### config.mk
export PLATFORM = sky130hd
export DESIGN_NAME = lgs_ram
export DESIGN_NICKNAME = d
export VERILOG_FILES = /design/src/rtl/core/lgs_ram.sv
export SDC_FILE = /design/constraint.sdc
export NUM_CORES = 2
export LEC_CHECK = 0
export BUFFER_PORTS_ARGS = -buffer_cell sky130_fd_sc_hd__clkbuf_2
export CAP_MARGIN = 5
export CORE_MARGIN = 2
export CORE_UTILIZATION = 43
export CTS_BUF_LIST = sky130_fd_sc_hd__clkbuf_16
export CTS_CLUSTER_DIAMETER = 150
export DETAILED_ROUTE_END_ITERATION = 12
export HOLD_SLACK_MARGIN = 0.06
export SLEW_MARGIN = 40
export SYNTH_ARGS = -nofsm -noshare
export SYNTH_HDL_FRONTEND = slang
export SYNTH_SLANG_ARGS = --single-unit
### constraint.sdc
create_clock -name clk -period 8.3 [get_ports clk]
set_input_delay 0.415 -clock clk [delete_from_list [all_inputs] [get_ports clk]]
set_output_delay 0.415 -clock clk [all_outputs]
set_load 0.01 [all_outputs]
### src/rtl/core/lgs_ram.sv
`timescale 1ns / 1ps
// ----------------------------------------------------------------------------
// lgs_ram: generic simple dual port ram
// One write port and one read port, read data registered.
// ----------------------------------------------------------------------------
module lgs_ram #(
    parameter int WIDTH = 64,
    parameter int DEPTH = 64
) (
    input  logic                     clk,
    input  logic                     we,
    input  logic [$clog2(DEPTH)-1:0] waddr,
    input  logic [WIDTH-1:0]         wdata,
    input  logic                     re,
    input  logic [$clog2(DEPTH)-1:0] raddr,
    output logic [WIDTH-1:0]         rdata
);

    logic [WIDTH-1:0] mem [DEPTH];

    // write port
    always_ff @(posedge clk)
    begin
        if (we)
        begin
            mem[waddr] <= wdata;
        end
    end

    // registered read port
    always_ff @(posedge clk)
    begin
        if (re)
        begin
            rdata <= mem[raddr];
        end
    end

endmodule

-- Yosys cells after proc, flatten, opt, wreduce, memory -nomap -nowiden
Memories as Yosys holds them, arrays and structs flattened. A register that Yosys moved wholly into a read port is not among the register bits.
Index checks and enable logic that the tools add are counted.
- mux-type cells: 2
- operators with widths (kind ; count):
    2-to-1 mux 1 bit ; 2
- register bits after elaboration: 0
- RAM bits: 4096
- input bits: 79
- logic and storage cells: 3
- memories: 1
- memories (name ; words ; bits a word ; rd ports ; clocked after Yosys merged registers in ; write ports ; RTL line ; RTL):
    mem ; 64 ; 64 ; 1 ; 1 ; 1 ; 19 ; logic [WIDTH-1:0] mem [DEPTH];

-- Logic depth before layout (Yosys ltp)
- word-level depth: 2
- mapped depth: 9
- depth with buffers taken out: 5

-- Worst setup path after synthesis
No wires, ideal clock.
- kind: input port to flip-flop
- start: input waddr[3]
- end: memory mem[48][0] (enable)
- setup time: 0.564 ns
- arrival time: 5.287 ns
- required time: 7.736 ns
- slack: 2.449 ns
- stages: 4
- path buffers: 1
- cell sequence: clkbuf_1 -> nor2b_1 -> nand4b_1 -> nor3_1
- RTL lines (item ; RTL line ; RTL):
    start: declaration ; 12 ; input logic [$clog2(DEPTH)-1:0] waddr,
    end: declaration ; 19 ;
No word-level cell before the write port.

==> results.py <==
metrics = {
    "status": {
        "status": "finished, final reports clean",
    },
    "worst_setup_path": {
        "worst_setup_path_end_kind": "flop",
        "worstPathRequired_ns": 8.98,
        "worstSetupPathType": "in -> reg",
        "worstPathArrival_ns": 3.88,
        "start_kind": "input port",
        "crit_fanout": 90,
    },
    "synth": {
        "syn_avg_cell_area_sq_um": 23.8,
        "syn_nets": 6677,
        "synth_flop_cell": "edfxtp_1",
        "synth.distinct_cells": 32,
        "syn-instance-count": 6598,
        "yosysSeqAreaShare_pct": 79.6,
        "ys_ff_latch": 4160,
        "yosysWarnings": 0,
        "async_flop_share_pct": 0,
        "synth-edff-count": 4160,
        "syn_area_sq_um": 157000,
    },
    "global_route": {
        "first_global_vias": 75559,
        "grt_pass1_wl_um": 600000,
        "antenna_found_initial": 25,
        "grt_overflow": 0,
        "track_usage_pct": 23.0,
        "grt_max_degree": 117,
    },
    "clock_network": {
        "post_cts_buffers": 0,
        "cts_made_buffers": 411,
        "cts_tree": "done",
        "h-tree-depth": 5,
        "hold_buffers": 9,
        "postCtsResizedCells": 0,
        "clk_latency_ns": 0.97,
        "path_clk_slew_ns": 0.06,
        "cts-root-buf": "clkbuf_16",
        "clock_path_buffers": 4,
        "cts.sinks": 4160,
    },
    "sta": {
        "drv_slew": 0,
        "tns_ns": 0,
        "rsz0062_at_grt": "no",
        "fin_crit_ns": 3.21,
        "timing.fmax_ghz": 0.312,
        "skew_ns": 0.0433,
        "hold-worst-slack_ns": 0.100,
        "worst_slack_ns": 5.09,
        "relSlewSlack_pct": 35.9,
        "fin_crit_sh_pct": 38.7,
        "setup_viol": 0,
        "worst_slew_pin_slew_ns": 0.961,
        "hold_violations": 0,
    },
    "job": {
        "max-cap-violations": 0,
    },
    "place": {
        "place_area_sq_um": 165000,
        "portBuffers": 142,
        "place_congestion": 0.779,
        "hpwl_um": 228000,
        "dpl_worst_slack_ns": 3.83,
    },
    "routing": {
        "num_vias": 74864,
        "dr.pass1.iters": 5,
        "dr_wl_met2_um": 215000,
        "wirelength_um": 430000,
        "drc": 0,
        "viasPerCell": 6.16,
        "highest_layer": "met5",
        "ant_nets": 0,
        "drtIter0Drc": 9174,
        "met1Wirelength_um": 170000,
        "wl_per_cell_um": 35.4,
        "route.met3.wl_um": 32800,
    },
    "hold_path": {
        "hold_path_class": "in -> reg",
    },
    "pwr": {
        "cellLeakagePower_nw": 55.5,
        "vdd_ir_drop_max_uv": 198,
        "powerDensity_nw_per_um2": 243,
    },
    "cells_and_area": {
        "final_cell_mix": "edfxtp_1 (4160), mux4_2 (1024), clkbuf_16 (417), a22oi_1 (168), buf_4 (138)",
        "layout_commonest_cell": "edfxtp_1",
        "layout-drive-gt1-share_pct": 28.2,
        "final_nets": 7101,
        "fin_area_sq_um": 178000,
        "area_growth_pct": 13.6,
    },
    "die": {
        "core-area_sq_um": 363000,
        "rows": 221,
        "io_pins": 143,
        "die_height_um": 608,
        "dieArea_sq_um": 370000,
        "dieWidth_um": 608,
        "start_util_pct": 43.3,
    },
}
synthesized netlist by cell type, types with 58 or more instances:
library cell	instances	area [sq um]
clkbuf_1	140	526
and3_1	64	400
edfxtp_1	4160	125000
mux2i_1	135	1350
buf_2	170	851
a211oi_1	63	473
nor2_1	112	420
o22ai_1	83	519
nand2_1	58	218
a22oi_1	168	1260
mux4_2	1024	23100
a22o_1	88	771
worst max-delay path: stages:
cell      delay (ns)
buf_8           0.23
buf_4           0.46
nor2_4          0.74
buf_12          0.62
a22oi_1         0.19
and3_1          0.25
a211oi_1        0.63
report_power, final:
part           total (mW)  internal [mW]  leakage (nW)  switching [mW]
Clock                17.9           10.1          6.66            7.82
Sequential           23.4           23.3          37.5          0.0873
Combinational        1.96          0.723          11.3            1.24
final cells by class:
| class | count | area (sq um) |
|---|---|---|
| diodes | 9 | 22.5 |
| inverters | 19 | 71.3 |
| fillers | 28577 | 184000 |
| clock inverters | 324 | 2470 |
| repair buffers | 381 | 3650 |
| well taps | 4794 | 6000 |
| flip-flops and latches | 4160 | 125000 |
| multi-input cells | 2049 | 30800 |
| clock buffers | 417 | 10400 |
final timing paths:
path	start	end	slack (ns)	depth (start not counted)
worst max register to register	mem[12][42]$_DFFE_PP_	rdata[42]$_DFFE_PP_	5.99	5
worst min-delay path	wdata[35]	mem[11][35]$_DFFE_PP_	0.10	1
worst max-delay path	raddr[2]	rdata[27]$_DFFE_PP_	5.09	7
worst min register to register	mem[36][26]$_DFFE_PP_	rdata[26]$_DFFE_PP_	0.92	4
metrics by stage:
step | instances | power, mW | util, %
2_1_floorplan | 6598 | 24.9 | -
3_3_place_gp | 11361 | 25.8 | 45.3
3_5_place_dp | 11388 | 25.8 | 45.5
4_1_cts | 12138 | 43.6 | 49.1
5_1_grt | 12146 | 44.5 | 49.2
6_report | 12153 | 43.3 | 49.2
cells by family after synthesis:
logic type,after synthesis,synth area share [%]
AO/OA/AOI/OAI,504,2.47
buffers and inverters,389,1.18
flip-flops,4160,79.6
multiplexers,1159,15.6
AND/OR/NAND/NOR,386,1.23
per-layer routing:
layer,vias to the layer above,GRT usage (%)
met2,3360,38.4
met5,-,0
met1,41489,31.7
li1,29434,-
met4,10,6.07
met3,571,3.59
sequential cells by signal, summed over array words and instances (netlist names):
signal,cells
rdata,64
mem,4096
Note: power is estimated with default switching activity, not from simulation.
