### src/rtl/core/lgs_row_unit.sv
`timescale 1ns / 1ps
// ----------------------------------------------------------------------------
// lgs_row_unit: next generation of one grid row
// Counts the eight neighbors of every cell from three masked rows and
// applies the birth-on-three, survive-on-two-or-three rule in each lane.
// ----------------------------------------------------------------------------
module lgs_row_unit #(
    parameter int MAX_WIDTH = 64
) (
    input  logic [MAX_WIDTH-1:0] above,
    input  logic [MAX_WIDTH-1:0] cur,
    input  logic [MAX_WIDTH-1:0] below,
    input  logic [MAX_WIDTH-1:0] col_mask,
    input  logic                 row_ok,
    output logic [MAX_WIDTH-1:0] next_row
);

    logic [MAX_WIDTH+1:0] above_pad;
    logic [MAX_WIDTH+1:0] cur_pad;
    logic [MAX_WIDTH+1:0] below_pad;

    // dead cells beyond both edges
    assign above_pad = {1'b0, above, 1'b0};
    assign cur_pad   = {1'b0, cur, 1'b0};
    assign below_pad = {1'b0, below, 1'b0};

    // one lane per column
    for (genvar c = 0; c < MAX_WIDTH; c++)
    begin : g_lane
        logic [3:0] cnt;

        assign cnt = 4'(above_pad[c]) + 4'(above_pad[c+1]) + 4'(above_pad[c+2])
                   + 4'(cur_pad[c]) + 4'(cur_pad[c+2])
                   + 4'(below_pad[c]) + 4'(below_pad[c+1]) + 4'(below_pad[c+2]);

        assign next_row[c] = row_ok && col_mask[c]
                           && ((cnt == 4'd3) || (cur[c] && (cnt == 4'd2)));
    end

endmodule

### config.mk
export PLATFORM = sky130hd
export DESIGN_NAME = lgs_row_unit
export DESIGN_NICKNAME = d
export VERILOG_FILES = /design/src/rtl/core/lgs_row_unit.sv
export SDC_FILE = /design/constraint.sdc
export NUM_CORES = 1
export LEC_CHECK = 0
export CAP_MARGIN = 30
export CORE_UTILIZATION = 45
export DETAILED_ROUTE_END_ITERATION = 12
export DONT_BUFFER_PORTS = 1
export SLEW_MARGIN = 20
export SYNTH_ARGS = -nofsm -noshare
export SYNTH_HDL_FRONTEND = slang
export SYNTH_SLANG_ARGS = --single-unit
### constraint.sdc
create_clock -name vclk -period 8.1
set_input_delay 1.215 -clock vclk [all_inputs]
set_output_delay 1.215 -clock vclk [all_outputs]
set_load 0.01 [all_outputs]
# Yosys cells after proc, flatten, opt, wreduce, memory -nomap -nowiden
# Cells that the tools add are included.
dict set report word_totals {
  register_bits 0
  latchBits 0
  ram_bits 0
  rom_bits 0
  inputBits 257
  word_cells 825
  memories 0
}
dict set report op_classes {
  addsub 441
  multipliers 0
  div 0
  n_lt_le_gt_ge 0
  n_eq_ne 128
  shift 0
  n_mux 0
  n_bitwise 0
  reduce_logical 256
}
# cell count
set ops {}
lappend ops {{$add A4 B1 Y4} 252}
lappend ops {{$eq A4 B2 Y1 const B} 128}
lappend ops {{$add A3 B1 Y4} 63}
lappend ops {{$logic_and A1 B1 Y1} 192}
lappend ops {{$add A2 B1 Y3} 63}
lappend ops {{$add A1 B1 Y2} 63}
lappend ops {{$logic_or A1 B1 Y1} 64}

# Depth between registers and ports, before layout
dict set report logic_depth {
  depth_word 11
  mapped_depth 9
}

# Worst setup path after synthesis
# No wires, ideal clock.
dict set report synth_path {
  path_type {input to output}
  from {input above[14]}
  to {output next_row[15]}
  arrival_ns 3.838
  path_slack_ns 3.047
  path_stages 9
  path_buffers 0
  path_cell_list {inv_1 fa_1 fa_1 fa_1 inv_1 ha_1 fa_1 or2_2 a21oi_1}
}
dict set report synth_via {
  elab_chain_len 11
  word_cells_on_any_way 12
  cone_classes {add/sub: 7; eq/ne: 2; reduce/logical: 3}
}
# item line
set synth_rtl {}
lappend synth_rtl {{from (decl)} 10} ;# input logic [MAX_WIDTH-1:0] above,
lappend synth_rtl {{$add A1 B1 Y2 *} 32} ;# assign cnt = 4'(above_pad[c]) + 4'(above_pad[c+1]) + 4'(above_pad[c+2])
lappend synth_rtl {{$add A2 B1 Y3 *} 32}
lappend synth_rtl {{$add A3 B1 Y4 *} 33} ;# + 4'(cur_pad[c]) + 4'(cur_pad[c+2])
lappend synth_rtl {{$add A4 B1 Y4 *} 33}
lappend synth_rtl {{$add A4 B1 Y4 * (3 in a row)} 34} ;# + 4'(below_pad[c]) + 4'(below_pad[c+1]) + 4'(below_pad[c+2]);
lappend synth_rtl {{$eq A4 B2 Y1} 37} ;# && ((cnt == 4'd3) || (cur[c] && (cnt == 4'd2)));
lappend synth_rtl {{$logic_and A1 B1 Y1} 37}
lappend synth_rtl {{$logic_or A1 B1 Y1 *} 37}
lappend synth_rtl {{$logic_and A1 B1 Y1 *} 37}
lappend synth_rtl {{to (decl)} 15} ;# output logic [MAX_WIDTH-1:0] next_row
# Mark *: on every way between the ends. The rest lies on a longest branch, timed or not.

# Worst setup path in the final report
dict set report layout_path {
  from {input above[9]}
  to {output next_row[10]}
}
# The elaborated chain is that of the path after synthesis.

==> impl_summary.md <==
Critical path
STA classifies the critical path startpoint as a primary input. The maximum fanout along the worst path is 2. Data on the critical path is required at its endpoint by 6.88 ns.

STA classifies the critical path endpoint as an output port. The signal on the critical path passes through inv_1 -> fa_1 -> fa_1 -> fa_1 -> inv_1 -> ha_1 -> fa_1 -> or2_2 -> a21oi_1. Among the stages of the critical path, the cell type that occurs most often is fa_1. The worst stage delay on the critical path is 0.55 ns. The data arrival at the endpoint of the critical path is 4.05 ns. The origin of the worst setup path is above[9]. The critical path is of the primary input to output port type. On the critical path, the stage with the largest delay is an instance of fa_1.

Hold path
The worst hold path class is primary input to output port. In this run the most critical hold path is launched from col_mask[1].

Detailed routing
In the routed design, unresolved DRC markers number 0. The detailed router placed 7563 vias in this run. The detail route stage leaves a number of antenna-violating nets equal to 0. The number of detailed-route iterations in the first pass is 4.

The first-iteration detailed-routing DRC count is 178. The routed design has 23340 µm of wire. The routed length per placed instance is 15.39 µm.

The average via count per standard cell is 4.985.

Global route
The first-pass GRT wire length is 38070 µm. The total global routing overflow is 0. The number of global-route vias before repair is 8183. The met1 layer usage reported by global route is 0.2293.

Across every metal layer, demand over resource in global routing totals 0.1887. The global routing stage identified its most utilized layer as met2. The initial antenna violation count is 0. The routing usage on met2 is 0.3436. In the global route stage, met3 resource usage came out at 0.04790. Entering global routing, the biggest net connects 65 pins.

Finish
There are 0 flip-flops and latches. Summing all multi-input logic gate instances after layout gives 0.009300 mm². The number of clock buffer instances in the layout is 0. The layout cell share with drive strength beyond 1 is 0.05175. The filler cell count in the final layout is 2366.

The layout overhead on the synthesized area is 2.972%. Across the whole layout, storage elements account for 0 µm². The number of nets at the end of the flow is 1897. The number of antenna cells inserted is 0.

Excluding fillers, the count of instances in the completed layout stands at 1517.

STA
The headroom to the max-slew limit is 0.6881. The final max-slew violation count was 0. Setup repair after global routing left no endpoint under its margin. The total negative slack is 0 ns.

The final period demand of the worst path is 5.264 ns. The final hold violation count came to 0. Dividing the final minimum period by the clock period gives 0.6499. The number of endpoints failing setup at the final stage is 0. The slew at the pin with the worst max-slew slack is 0.4669 ns.

The highest achievable clock rate is 0.1900 GHz. The final worst setup slack is 2.836 ns.

Floorplan
The floorplan step set the die width to 158.6 µm. Row generation in the floorplan step produced 56 rows. The area of the core is 0.02375 mm². The floorplan step set the die height to 158.6 µm.

The die covers 0.02514 mm². For this configuration, the core starts out at a cell density of 0.4644. For this design the top-level I/O count stands at 321.

Power
Of the total power, the share spent switching nets is 0.5467. The switching power is 0.6873 mW. The share of total power dissipated in the clock network is 0. The relative contribution of sequential cells to total power is 0. The post-route total power is 1.257 mW. The static power due to leakage is 6.189 nW. In this run the power density over the cells is 110.7 mW/mm². The worst voltage drop across the vdd grid is 0.05147 mV. The portion of total power attributed to combinational logic is 1.000. Internal power comes to 0.5698 mW.

Logic synthesis
The fraction of synthesized cell area taken by the top area cell type is 0.4574. The share of the Yosys chip area taken by registers is 0. After synthesis, the mean cell area works out to 9.154 µm². After synthesis the cells add up to 0.01103 mm².

During synthesis, Yosys emitted a total of 0 warnings. The number of nets in the synthesized netlist is 1902. The number of distinct library cell variants in the gate-level netlist after synthesis is 16. Yosys attributes the largest share of cell area to fa_1, ha_1, inv_1. The gate count after technology mapping is 1205. Summed over all instances, the cell type with the most area after synthesis is fa_1.

Clocking
The number of hold buffers added after CTS is 0. The number of gates resized after CTS was 0. The number of post-CTS setup repair buffers is 0.

Placed design
Before CTS, the worst setup slack after placement is 2.784 ns. The number of instances in the placed design is 1517. The count of input and output buffers is 0.

Summed over all nets, the half-perimeter wirelength after detailed placement is 22540 µm. The congestion estimate from routability-driven global placement came to 0.8846.

Job
The number of max-cap violations is 0.

Status
The run finished with clean final reports.
-- critical path, delay by kind of cell --
family	cells	cell delay (ns)
compound gates	1	0.38
simple gates	1	0.28
buf+inv	2	0.10
fa+ha+maj	5	2.06
-- final timing paths --
path	end	slack (ns)	depth (start not counted)
min	next_row[1]	2.55	2
max	next_row[10]	2.84	9
-- per-layer routing --
| metal | vias up | share of wire |
|---|---|---|
| met3 | 20 | 0.078 |
| met4 | 0 | 0.014 |
| met1 | 3627 | 0.41 |
| li1 | 3728 | - |
| met2 | 188 | 0.50 |
| met5 | - | 0 |
-- synthesized netlist by cell type, drive strengths merged --
cell type	number
nand2b	1
nor2b	1
nor2	3
a31oi	1
fa	252
nand4b	2
ha	188
a21oi	123
or2	61
buf	7
nand2	1
o2111ai	61
nand3	61
inv	442
a2111oi	1
-- layout make-up --
| type | count | share of cell area |
|---|---|---|
| multi-input cells | 756 | 0.8188 |
| inverters | 442 | 0.1461 |
| well taps | 319 | 0.03514 |
-- logic make-up (layout without fill, tap and decap cells) --
group | Yosys count | count (layout) | share of synthesized area
simple gates | 130 | 130 | 0.06636
fa+ha+maj | 440 | 440 | 0.6706
buf+inv | 449 | 442 | 0.1569
compound gates | 186 | 186 | 0.1062
-- metrics by stage --
stage / utilization / instance area, µm² / hold WS, ns
global route: 0.4782 / 11360 / 2.559
CTS: 0.4782 / 11360 / 2.554
finish: 0.4782 / 11360 / 2.551
floorplan: - / 11030 / 2.543
detailed placement: 0.4782 / 11360 / 2.554
global placement: 0.4782 / 11360 / 2.552
-- cells in the final DEF (no fill, tap or decap), drive strengths merged --
| cell type | count |
|---|---|
| inv | 442 |
| ha | 188 |
| nand2 | 1 |
| fa | 252 |
| nor2 | 3 |
| nand2b | 1 |
| nor2b | 1 |
| a2111oi | 1 |
| or2 | 61 |
| a21oi | 123 |
| a31oi | 1 |
| nand4b | 2 |
| o2111ai | 61 |
| nand3 | 61 |
-- power by group through the flow --
stage	Sequential, mW	Clock (mW)	Combinational [mW]
6_report	0	0	1.26
5_1_grt	0	0	1.51
4_1_cts	0	0	1.28
3_5_place_dp	0	0	1.27
3_3_place_gp	0	0	1.23
2_1_floorplan	0	0	1.02
Power figures use the tool's default switching activity.
